<file path="src/sv/bacs_pkg.sv">
// Package for the BCD alarm clock with snooze.
// Holds payload and register types, register indexes, alarm phase codes and
// the BCD split helpers. Depends on nothing.
package bacs_pkg;

  // One tick request carrying the button levels.
  typedef struct packed {
    logic off_pressed;
    logic snooze_pressed;
  } in_t;

  // One result: the current time as BCD digits plus the alarm status.
  typedef struct packed {
    logic [1:0] hour_tens;
    logic [3:0] hour_units;
    logic [2:0] minute_tens;
    logic [3:0] minute_units;
    logic [2:0] second_tens;
    logic [3:0] second_units;
    logic       tone_on;
    logic [2:0] alarm_phase;
  } out_t;

  // Time of day as BCD digits.
  typedef struct packed {
    logic [1:0] ht;
    logic [3:0] hu;
    logic [2:0] mt;
    logic [3:0] mu;
    logic [2:0] st;
    logic [3:0] su;
  } time_t;

  // Configuration register file contents.
  typedef struct packed {
    logic [4:0]  start_hours;
    logic [5:0]  start_minutes;
    logic [4:0]  alarm_hours;
    logic [5:0]  alarm_minutes;
    logic        run_enable;
    logic        alarm_armed;
    logic [7:0]  ticks_per_second;
    logic [15:0] snooze_ticks;
  } cfg_t;

  localparam int CFG_IDX_W  = 3;
  localparam int CFG_DATA_W = 16;

  // Register indexes.
  localparam logic [CFG_IDX_W-1:0] CFG_START_HOURS      = 3'd0;
  localparam logic [CFG_IDX_W-1:0] CFG_START_MINUTES    = 3'd1;
  localparam logic [CFG_IDX_W-1:0] CFG_ALARM_HOURS      = 3'd2;
  localparam logic [CFG_IDX_W-1:0] CFG_ALARM_MINUTES    = 3'd3;
  localparam logic [CFG_IDX_W-1:0] CFG_RUN_ENABLE       = 3'd4;
  localparam logic [CFG_IDX_W-1:0] CFG_ALARM_ARMED      = 3'd5;
  localparam logic [CFG_IDX_W-1:0] CFG_TICKS_PER_SECOND = 3'd6;
  localparam logic [CFG_IDX_W-1:0] CFG_SNOOZE_TICKS     = 3'd7;

  localparam logic [7:0]  TPS_RESET    = 8'd4;
  localparam logic [15:0] SNOOZE_RESET = 16'd240;
  localparam logic [15:0] SNOOZE_MAX   = 16'hFFFF;

  // Alarm phase codes.
  localparam logic [2:0] PH_IDLE    = 3'd0;
  localparam logic [2:0] PH_CHECK   = 3'd1;
  localparam logic [2:0] PH_RING    = 3'd2;
  localparam logic [2:0] PH_OFFWAIT = 3'd3;
  localparam logic [2:0] PH_SNOOZE  = 3'd4;

  localparam logic [4:0] MAX_HOURS   = 5'd23;
  localparam logic [5:0] MAX_MINUTES = 6'd59;

  // Clamp an hour to 23 and split it into tens (upper 2 bits) and units.
  function automatic logic [5:0] split_hours(input logic [4:0] h);
    logic [4:0] c;
    logic [4:0] u;
    logic [1:0] tens;
    c = (h > MAX_HOURS) ? MAX_HOURS : h;
    if (c >= 5'd20) begin
      tens = 2'd2;
      u = c - 5'd20;
    end else if (c >= 5'd10) begin
      tens = 2'd1;
      u = c - 5'd10;
    end else begin
      tens = 2'd0;
      u = c;
    end
    return {tens, u[3:0]};
  endfunction

  // Clamp a minute to 59 and split it into tens (upper 3 bits) and units.
  function automatic logic [6:0] split_minutes(input logic [5:0] m);
    logic [5:0] c;
    logic [5:0] u;
    logic [2:0] tens;
    c = (m > MAX_MINUTES) ? MAX_MINUTES : m;
    tens = 3'd0;
    for (int k = 1; k <= 5; k++) begin
      if (c >= 6'(k * 10)) begin
        tens = 3'(k);
      end
    end
    u = c - 6'(6'(tens) * 6'd10);
    return {tens, u[3:0]};
  endfunction

endpackage

</file>
<file path="src/sv/bcd_alarm_clock_with_snooze.sv">
// BCD time-of-day clock with alarm and snooze; one tick request gives one result.
// A request accepted is held in the input register, then written into the result register.
// Throughput: one request per cycle; the time and alarm update is combinational between
// the input register and the result register, and a stalled result holds the input.
// Reset (rst, synchronous): clears both stages, time 00:00:00, alarm idle, registers to
// their defaults (4 ticks per second, 240 snooze ticks).
module bcd_alarm_clock_with_snooze (
  input  logic                             clk,
  input  logic                             rst,
  input  logic                             in_valid,
  output logic                             in_stall,
  input  bacs_pkg::in_t                    in_data,
  output logic                             out_valid,
  input  logic                             out_stall,
  output bacs_pkg::out_t                   out_data,
  input  logic                             cfg_valid,
  output logic                             cfg_ready,
  input  logic [bacs_pkg::CFG_IDX_W-1:0]   cfg_index,
  input  logic [bacs_pkg::CFG_DATA_W-1:0]  cfg_data
);

  bacs_pkg::cfg_t  cfg;
  bacs_pkg::time_t time_next;
  bacs_pkg::in_t   s1_data;
  logic            s1_valid;
  logic            s1_adv;
  logic            in_accept;
  logic [2:0]      phase_next;

  assign cfg_ready = 1'b1;

  bacs_cfg_regs u_cfg (
    .clk      (clk),
    .rst      (rst),
    .wr_en    (cfg_valid && cfg_ready),
    .wr_index (cfg_index),
    .wr_data  (cfg_data),
    .cfg      (cfg)
  );

  // Handshake: the input register moves on whenever the result register is free.
  assign s1_adv    = s1_valid && (!out_valid || !out_stall);
  assign in_stall  = s1_valid && out_valid && out_stall;
  assign in_accept = in_valid && !in_stall;

  always_ff @(posedge clk) begin
    if (rst) begin
      s1_valid <= 1'b0;
    end else if (in_accept) begin
      s1_valid <= 1'b1;
    end else if (s1_adv) begin
      s1_valid <= 1'b0;
    end
  end

  always_ff @(posedge clk) begin
    if (in_accept) begin
      s1_data <= in_data;
    end
  end

  bacs_time u_time (
    .clk       (clk),
    .rst       (rst),
    .en        (s1_adv),
    .cfg       (cfg),
    .time_next (time_next)
  );

  bacs_alarm u_alarm (
    .clk        (clk),
    .rst        (rst),
    .en         (s1_adv),
    .cfg        (cfg),
    .now        (time_next),
    .buttons    (s1_data),
    .phase_next (phase_next)
  );

  // Result register.
  always_ff @(posedge clk) begin
    if (rst) begin
      out_valid <= 1'b0;
    end else if (s1_adv) begin
      out_valid <= 1'b1;
    end else if (!out_stall) begin
      out_valid <= 1'b0;
    end
  end

  always_ff @(posedge clk) begin
    if (s1_adv) begin
      out_data.hour_tens    <= time_next.ht;
      out_data.hour_units   <= time_next.hu;
      out_data.minute_tens  <= time_next.mt;
      out_data.minute_units <= time_next.mu;
      out_data.second_tens  <= time_next.st;
      out_data.second_units <= time_next.su;
      out_data.tone_on      <= (phase_next == bacs_pkg::PH_RING);
      out_data.alarm_phase  <= phase_next;
    end
  end

`ifndef ASSERT_OFF
  // A tick processed while disarmed reports the idle phase.
  a_disarmed_idle: assert property (@(posedge clk) disable iff (rst)
    (s1_adv && !cfg.alarm_armed) |=> (out_data.alarm_phase == bacs_pkg::PH_IDLE))
    else $error("alarm phase not idle while disarmed");

  // A tick processed while stopped shows seconds at zero.
  a_stopped_seconds: assert property (@(posedge clk) disable iff (rst)
    (s1_adv && !cfg.run_enable) |=>
      (out_data.second_tens == 3'd0 && out_data.second_units == 4'd0))
    else $error("seconds not held at zero while stopped");

  // Shown digits stay within BCD time ranges.
  a_digit_range: assert property (@(posedge clk) disable iff (rst)
    out_valid |-> (out_data.second_tens <= 3'd5 && out_data.minute_tens <= 3'd5 &&
                   out_data.second_units <= 4'd9 && out_data.minute_units <= 4'd9 &&
                   out_data.hour_units <= 4'd9 && out_data.hour_tens <= 2'd2))
    else $error("time digit out of range");

  // The tone follows the ringing phase.
  a_tone_phase: assert property (@(posedge clk) disable iff (rst)
    out_valid |-> (out_data.tone_on == (out_data.alarm_phase == bacs_pkg::PH_RING)))
    else $error("tone does not match ringing phase");
`endif

endmodule

</file>
<file path="src/sv/bacs_cfg_regs.sv">
// Configuration register file for the alarm clock.
// Depends on bacs_pkg for the register struct, indexes and reset values.
module bacs_cfg_regs (
  input  logic                             clk,
  input  logic                             rst,
  input  logic                             wr_en,
  input  logic [bacs_pkg::CFG_IDX_W-1:0]   wr_index,
  input  logic [bacs_pkg::CFG_DATA_W-1:0]  wr_data,
  output bacs_pkg::cfg_t                   cfg
);

  // Write the addressed register; each one keeps only its own width.
  always_ff @(posedge clk) begin
    if (rst) begin
      cfg.start_hours      <= '0;
      cfg.start_minutes    <= '0;
      cfg.alarm_hours      <= '0;
      cfg.alarm_minutes    <= '0;
      cfg.run_enable       <= 1'b0;
      cfg.alarm_armed      <= 1'b0;
      cfg.ticks_per_second <= bacs_pkg::TPS_RESET;
      cfg.snooze_ticks     <= bacs_pkg::SNOOZE_RESET;
    end else if (wr_en) begin
      case (wr_index)
        bacs_pkg::CFG_START_HOURS:      cfg.start_hours      <= wr_data[4:0];
        bacs_pkg::CFG_START_MINUTES:    cfg.start_minutes    <= wr_data[5:0];
        bacs_pkg::CFG_ALARM_HOURS:      cfg.alarm_hours      <= wr_data[4:0];
        bacs_pkg::CFG_ALARM_MINUTES:    cfg.alarm_minutes    <= wr_data[5:0];
        bacs_pkg::CFG_RUN_ENABLE:       cfg.run_enable       <= wr_data[0];
        bacs_pkg::CFG_ALARM_ARMED:      cfg.alarm_armed      <= wr_data[0];
        bacs_pkg::CFG_TICKS_PER_SECOND: cfg.ticks_per_second <= wr_data[7:0];
        bacs_pkg::CFG_SNOOZE_TICKS:     cfg.snooze_ticks     <= wr_data[15:0];
        default: ;
      endcase
    end
  end

endmodule

</file>
<file path="src/sv/bacs_time.sv">
// Tick prescaler and cascaded BCD time-of-day counters.
// Depends on bacs_pkg for the time and register structs and BCD helpers.
module bacs_time (
  input  logic           clk,
  input  logic           rst,
  input  logic           en,
  input  bacs_pkg::cfg_t cfg,
  output bacs_pkg::time_t time_next
);

  bacs_pkg::time_t cur;
  logic [7:0]      tick_count;
  logic [7:0]      tick_count_next;
  logic [7:0]      period;
  logic [7:0]      tick_inc;
  logic [5:0]      start_h;
  logic [6:0]      start_m;

  // Next time: hold the start time while stopped, else count ticks and carry.
  always_comb begin
    period    = (cfg.ticks_per_second == 8'd0) ? 8'd1 : cfg.ticks_per_second;
    tick_inc  = tick_count + 8'd1;
    start_h   = bacs_pkg::split_hours(cfg.start_hours);
    start_m   = bacs_pkg::split_minutes(cfg.start_minutes);
    time_next = cur;
    tick_count_next = tick_count;
    if (!cfg.run_enable) begin
      time_next.ht = start_h[5:4];
      time_next.hu = start_h[3:0];
      time_next.mt = start_m[6:4];
      time_next.mu = start_m[3:0];
      time_next.st = 3'd0;
      time_next.su = 4'd0;
      tick_count_next = 8'd0;
    end else begin
      tick_count_next = tick_inc;
      if (tick_inc >= period) begin
        tick_count_next = 8'd0;
        if (cur.su == 4'd9) begin
          time_next.su = 4'd0;
          if (cur.st == 3'd5) begin
            time_next.st = 3'd0;
            if (cur.mu == 4'd9) begin
              time_next.mu = 4'd0;
              if (cur.mt == 3'd5) begin
                time_next.mt = 3'd0;
                // Hours wrap from 23 to 00.
                if (cur.ht >= 2'd2 && cur.hu >= 4'd3) begin
                  time_next.ht = 2'd0;
                  time_next.hu = 4'd0;
                end else if (cur.hu >= 4'd9) begin
                  time_next.hu = 4'd0;
                  time_next.ht = cur.ht + 2'd1;
                end else begin
                  time_next.hu = cur.hu + 4'd1;
                end
              end else begin
                time_next.mt = cur.mt + 3'd1;
              end
            end else begin
              time_next.mu = cur.mu + 4'd1;
            end
          end else begin
            time_next.st = cur.st + 3'd1;
          end
        end else begin
          time_next.su = cur.su + 4'd1;
        end
      end
    end
  end

  // Time and prescaler advance once per processed tick.
  always_ff @(posedge clk) begin
    if (rst) begin
      cur        <= '0;
      tick_count <= 8'd0;
    end else if (en) begin
      cur        <= time_next;
      tick_count <= tick_count_next;
    end
  end

endmodule

</file>
<file path="src/sv/bacs_alarm.sv">
// Alarm state machine with snooze counter.
// Depends on bacs_pkg for phase codes and the time and register structs.
module bacs_alarm (
  input  logic            clk,
  input  logic            rst,
  input  logic            en,
  input  bacs_pkg::cfg_t  cfg,
  input  bacs_pkg::time_t now,
  input  bacs_pkg::in_t   buttons,
  output logic [2:0]      phase_next
);

  logic [2:0]  phase;
  logic [15:0] snooze_count;
  logic [15:0] snooze_count_next;
  logic [5:0]  hours;
  logic [6:0]  mins;
  logic        match;

  // Compare the updated time against the alarm time in binary.
  assign hours = 6'(6'(now.ht) * 6'd10) + 6'(now.hu);
  assign mins  = 7'(7'(now.mt) * 7'd10) + 7'(now.mu);
  assign match = (hours == 6'(cfg.alarm_hours)) && (mins == 7'(cfg.alarm_minutes));

  // Phase transition, then the snooze counter action of the new phase.
  always_comb begin
    if (!cfg.alarm_armed) begin
      phase_next = bacs_pkg::PH_IDLE;
    end else begin
      case (phase)
        bacs_pkg::PH_IDLE:    phase_next = bacs_pkg::PH_CHECK;
        bacs_pkg::PH_CHECK:   phase_next = match ? bacs_pkg::PH_RING : bacs_pkg::PH_CHECK;
        bacs_pkg::PH_RING: begin
          if (buttons.off_pressed) begin
            phase_next = bacs_pkg::PH_OFFWAIT;
          end else if (buttons.snooze_pressed) begin
            phase_next = bacs_pkg::PH_SNOOZE;
          end else begin
            phase_next = bacs_pkg::PH_RING;
          end
        end
        bacs_pkg::PH_OFFWAIT:
          phase_next = buttons.off_pressed ? bacs_pkg::PH_OFFWAIT : bacs_pkg::PH_CHECK;
        bacs_pkg::PH_SNOOZE:
          phase_next = (snooze_count >= cfg.snooze_ticks) ? bacs_pkg::PH_RING
                                                           : bacs_pkg::PH_SNOOZE;
        default:              phase_next = bacs_pkg::PH_IDLE;
      endcase
    end

    snooze_count_next = snooze_count;
    if (phase_next == bacs_pkg::PH_IDLE || phase_next == bacs_pkg::PH_RING) begin
      snooze_count_next = 16'd0;
    end else if (phase_next == bacs_pkg::PH_SNOOZE &&
                 snooze_count != bacs_pkg::SNOOZE_MAX) begin
      snooze_count_next = snooze_count + 16'd1;
    end
  end

  always_ff @(posedge clk) begin
    if (rst) begin
      phase        <= bacs_pkg::PH_IDLE;
      snooze_count <= 16'd0;
    end else if (en) begin
      phase        <= phase_next;
      snooze_count <= snooze_count_next;
    end
  end

endmodule

</file>
<file path="config.mk">
export PLATFORM = sky130hd
export DESIGN_NAME = bcd_alarm_clock_with_snooze
export DESIGN_NICKNAME = d
export VERILOG_FILES = /design/src/sv/bacs_pkg.sv /design/src/sv/bcd_alarm_clock_with_snooze.sv /design/src/sv/bacs_cfg_regs.sv /design/src/sv/bacs_time.sv /design/src/sv/bacs_alarm.sv
export SDC_FILE = /design/constraint.sdc
export NUM_CORES = 1
export LEC_CHECK = 0
export ABC_AREA = 1
export BUFFER_PORTS_ARGS = -buffer_cell sky130_fd_sc_hd__buf_2
export CAP_MARGIN = 30
export CELL_PAD_IN_SITES_DETAIL_PLACEMENT = 1
export CELL_PAD_IN_SITES_GLOBAL_PLACEMENT = 2
export CORE_ASPECT_RATIO = 0.7
export CORE_UTILIZATION = 25
export CTS_BUF_LIST = sky130_fd_sc_hd__clkbuf_8
export DETAILED_ROUTE_END_ITERATION = 10
export PLACE_DENSITY_LB_ADDON = 0.1
export SLEW_MARGIN = 25
export SYNTH_ARGS = -nofsm -noshare
export SYNTH_HDL_FRONTEND = slang
export SYNTH_SLANG_ARGS = --single-unit
</file>
<file path="constraint.sdc">
create_clock -name clk -period 5.2 [get_ports clk]
set_input_delay 0.52 -clock clk [delete_from_list [all_inputs] [get_ports clk]]
set_output_delay 0.52 -clock clk [all_outputs]
set_load 0.005 [all_outputs]
</file>
**Word-level counts from Yosys, hierarchy flattened**

Index checks and enable logic that the tools add are counted.

- Add/subtract/negate cells: 13
- $mul: 3
- Magnitude comparators: 14
- Eq/ne operators: 21
- Multiplexer cells: 40
- Reduce and logical (&&, ||, !) cells: 27

Operator list:

| cell | number |
|---|---|
| two-way mux 16 bit | 3 |
| two-way mux 20 bit | 2 |
| equality test 3 bit, second input constant | 8 |
| two-way mux 3 bit | 8 |
| two-way mux 8 bit | 3 |
| two-way mux 4 bit | 5 |
| two-way mux 6 bit | 3 |
| AND reduction 2 bit | 9 |
| adder 16 x 1 -> 16 bit, second input constant | 1 |
| >= comparator 16 bit | 1 |
| inequality test 16 bit, second input constant | 1 |
| equality test 3 x 2 -> 1 bit, second input constant | 5 |
| case mux 3 bit (5 select lines) | 1 |
| two-way mux 13 bit | 1 |
| adder 4 x 1 -> 4 bit, second input constant | 3 |
| >= comparator 6 x 5 -> 1 bit, second input constant | 2 |
| >= comparator 6 bit, second input constant | 2 |
| two-way mux 2 bit | 6 |
| zero test 3 bit | 3 |
| two-way mux 9 bit | 1 |
| adder 8 x 1 -> 8 bit, second input constant | 1 |
| equality test 4 bit, second input constant | 2 |
| >= comparator 8 bit | 1 |
| zero test 8 bit | 1 |
| other kinds (28) | 45 |

- Register bits after elaboration: 123
- Input port bits: 26
- Output and inout port bits: 27
- Word-level logic and storage cells: 147

**Logic depth before layout (Yosys ltp)**

- Word-level depth: 22
- Mapped depth: 40
- Depth with buffers taken out: 40

**Modules after synthesis**

From an unflattened synthesis, not the netlist that was laid out.

- Cells, all modules: 1110
- Area total of the unflattened synthesis: 7793.7 µm²

Modules (own cells, without submodules):

| module | times used | cells an instance | area each (µm²) | sequential area each (µm²) |
|---|---|---|---|---|
| bacs_time | 1 | 435 | 2672.6 | 560.5 |
| bacs_alarm | 1 | 347 | 2296.0 | 380.4 |
| bacs_cfg_regs | 1 | 287 | 1934.4 | 960.9 |
| bcd_alarm_clock_with_snooze | 1 | 41 | 890.9 | 820.8 |

**Least setup slack after synthesis**

Ideal clock, no wire load.

- Kind: register to register
- From: reg u_time.tick_count[0]
- To: reg u_alarm.snooze_count[12]
- Library setup time: 0.132 ns
- Arrival time: 4.692 ns
- Required time: 5.068 ns
- Setup slack: 0.376 ns
- Stages on the path, launching flop included: 35
- Buffers on the path: 1
- Period minus slack after synthesis: 4.824 ns
- Cell sequence: dfxtp_1 > nand3_1 > nand3b_1 > nand3b_1 > xor2_1 > inv_1 > ha_1 > nand2_1 > o21a_1 > nand2_2 > inv_1 > nor2_1 > inv_1 > nor2_2 > nand2_1 > xor2_1 > o21ai_0 > ha_1 > ha_1 > nand2_1 > a21oi_1 > or2_2 > nand3b_1 > nand3_1 > nor2_1 > nand2_1 > nor2_2 > nand3_1 > nand2_1 > nand2_2 > nand2_4 > nand3_4 > buf_6 > nand2_1 > a21oi_1

RTL lines:

| what | line | source |
|---|---|---|
| start: declaration | bacs_time.sv:12 | `logic [7:0] tick_count;` |
| start signal: assignment | bacs_time.sv:80 | `tick_count <= tick_count_next;` |
| end signal: assignment | bacs_alarm.sv:66 | `snooze_count <= snooze_count_next;` |
| end: declaration | bacs_alarm.sv:14 | `logic [15:0] snooze_count;` |

==> reports/qor.txt <==
FF-to-FF path depth: 36
RR Startpoint: u_time.tick_count[0]
Crit path max-delay family: simple AND/OR/NAND/NOR gates
RSZ-0062 raised after global routing: true
antenna violations before repair: 0
GRT Total Usage: 16.29%
Core Footprint: 27090 µm²
Max VDD drop: 161.4 µV
residual DRC count: 0
Max stage delay on crit path: 0.43 ns
Tightest Hold Check Type: input pin to flip-flop
grt total ovfl: 0
XOR/XNOR Fraction of Synth Area: 3.762%
Initial Utilization: 25.78%
Syn Area/Cell: 7.399 µm²
Synth Warn #: 0
Peak Freq: 198.2 MHz
Max-Cap Viols: 0
CP Max Fanout: 6
status: complete, no violations
Synth Area in Simple Gates: 22.95%
Clock H-tree levels: 4
Pleak: 3.764 nW
Critical-path top delay cell: fa_2
Crit path top cell by count: nand2_1
Synth Area in Compound Gates: 15.71%
sequential share of power: 46.9%
Final HPWL DP: 16.34 mm
die area: 28620 µm²
via count: 6357
Logic pwr share: 12.7%
routed vias/inst: 4.557
Max transition margin: 44.87%
global-route wire length before repair: 35.41 mm
Worst-Margin Slew: 0.8269 ns
final slew viol count: 0
largest family of logic cells by synthesized area: simple AND/OR/NAND/NOR gates
Adder-Cell Fraction of Synth Area: 8.742%
area delta synth->final: 20.46%
PortBufs: 51
Tcrit/Tclk final: 97.01%
RR Endpoint: u_alarm.snooze_count[1]
DRT Pass-1 Iters: 6
hold_sp: in_data[0]
Net Sw Frac: 28.22%
setup ws final: 0.1553 ns
post-layout power: 0.002198 W
syn_nets: 1017
number of synthesized register bits: 123
number of synthesized flops with an enable pin: 26
sum of buffers and inverters on the critical path: 5
required time of the worst setup path: 5.58 ns
Setup crit end kind: flip-flop
clk sinks: 123
drt total wl: 22.27 mm
largest net degree at the start of global routing: 67
Boundary Pins: 53
layout cells sized above 1: 17.17%
NetSw: 0.0006202 W
Max Root-Sink Buffers: 2
vias in the first global route: 6244
Worst Hold Path Cells: 1
sequential area share after synthesis: 38.98%
Worst-path clk slew: 0.08 ns
asr flop ratio synth: 0%
synth unique cells: 45
antenna-violating nets left: 0
clk root buf: clkbuf_8
mux contribution to synthesized area: 0%
Final setup viols: 0
cells after synthesis: 944
# nets final: 1091
Top FF cell, synth: dfxtp_1
worst hold endpoint: s1_data[0]
Tmin final: 5.045 ns
Rows: 50
CTS tree: yes
Die Wd: 201.8 µm
CP arrival: 5.43 ns
Hold Violations, Final: 0
Iteration-0 DRC Markers: 261
crit path launch type: flip-flop
Power Density: 261.2 nW/µm²
Setup Skew: 0.01421 ns
n_diodes: 0
CTS buffer count: 17
placer congestion estimate: 0.7675
dpl ws: 0.005334 ns
crit path kind: flip-flop to flip-flop
DR WL/cell: 15.97 µm
Clock Latency Late Sink: 0.48 ns
DIE HEIGHT: 141.8 µm
part of the power in the clock network: 40.4%
Int Pwr: 0.001578 W
Reg2Reg Setup Slack: 0.16 ns
post-synthesis cell area: 6984 µm²
## layout by cell type (no fill, tap or decap), types with 21 or more instances in the layout
master    count
inv_1       146
clkbuf_8     21
nor2_1      102
a21oi_1      86
ha_1         39
buf_2        51
dfxtp_1      94
nand4_1      28
nand2_1     137
nand3_1      37
o21ai_0      84
edfxtp_1     26
buf_4        31
## power groups by stage
stage          sequential, W  clock [W]  combinational, W
2_1_floorplan        0.00105          0          0.000167
3_3_place_gp         0.00105          0          0.000267
3_5_place_dp         0.00105          0          0.000266
4_1_cts              0.00103   0.000928          0.000267
5_1_grt              0.00104   0.000967          0.000318
6_report             0.00103   0.000888          0.000278
## worst max-delay path by stage
stage | start | to | slack [ns] | depth (start not counted)
after detailed placement | u_time.tick_count[0] | u_alarm.snooze_count[0] | 0.005 | 36
after floorplan | u_time.tick_count[0] | u_alarm.snooze_count[12] | 0.38 | 34
after global placement | u_time.tick_count[0] | u_alarm.snooze_count[0] | 0.03 | 32
after global routing | u_time.tick_count[0] | u_alarm.snooze_count[1] | -0.30 | 35
after CTS | u_time.tick_count[1] | u_alarm.snooze_count[4] | 0.01 | 32
final | u_time.tick_count[0] | u_alarm.snooze_count[1] | 0.16 | 36
## logic make-up (layout without fill, tap and decap cells)
| group | Yosys count | after routing |
|---|---|---|
| compound gates | 206 | 206 |
| simple gates | 361 | 362 |
| xor+xnor | 30 | 30 |
| other cells | 1 | 1 |
| fa+ha+maj | 47 | 47 |
| buf+inv | 176 | 262 |
| flops | 123 | 123 |
## what timing repair did
action                                 in CTS  in global routing
buffers inserted                            0                  4
resized for setup                           1                 55
setup endpoints to repair                  14                 21
pin swaps                                   0                 27
endpoints found under the hold margin       0                  0
cloned                                      0                  1
hold buffers                                0                  0
## worst reg2reg max path, delay by kind of cell, from the launching register on
family	cells	cell delay, ns
flip-flops	1	0.35
adder cells (fa/ha/maj)	3	0.95
AO/OA/AOI/OAI	3	0.57
XOR/XNOR	2	0.29
buffers and inverters	5	0.43
AND/OR/NAND/NOR	23	2.38
## Yosys cell counts (all sizes together), types with 2 or more instances
master  number  area, µm²
nor2       112      445.4
buf          7      50.05
o21ai       91      455.4
edfxtp      26      780.8
dfxtp       97       1942
nand3       42      232.7
a21oi       92      460.4
nand2      157      616.8
nor3        11      55.05
o211ai       5      37.54
a211oi       4      30.03
clkbuf      23      86.33
nor4         2      12.51
xnor2       10      87.58
xor2        20      175.2
nand3b       6      45.04
o21bai       2      15.01
fa           3      60.06
inv        146      548.0
nand4       28      175.2
or2          2      12.51
ha          44      550.5
## per-stage QoR
step	util (%)	hold slack, ns	setup TNS, ns	cell area, µm²	std cells
floorplan	-	0.4353	0	6984	944
global placement	28.71	0.4563	0	7776	1357
detailed placement	28.73	0.4600	0	7781	1357
CTS	30.17	0.1900	0	8173	1389
global route	31.06	0.1856	-4.746	8413	1395
finish	31.06	0.2224	0	8413	1395
## registers in the layout, indices dropped and copies added, names as in the netlist
signal,count
u_cfg.cfg,48
out_data,24
u_time.cur,20
u_alarm.snooze_count,16
u_time.tick_count,8
u_alarm.phase,3
s1_data,2
out_valid,1
s1_valid,1
## per-layer routing
metal	vias up	GRT usage (%)	share of wire (%)
li1	3251	-	-
met5	-	0	0
met2	75	21.60	38
met4	0	4.585	1.1
met3	14	3.491	3.7
met1	3017	25.52	57
## cell type report
type,instances,area (µm²)
Timing Repair Buffer,84,510.5
Clock inverter,11,102.6
Fill cell,3327,18680
Tap cell,364,455.4
Clock buffer,21,289.0
Inverter,146,548.0
Sequential cell,123,2726
Multi-Input combinational cell,646,3781
Note: power is estimated with default switching activity, not from simulation.
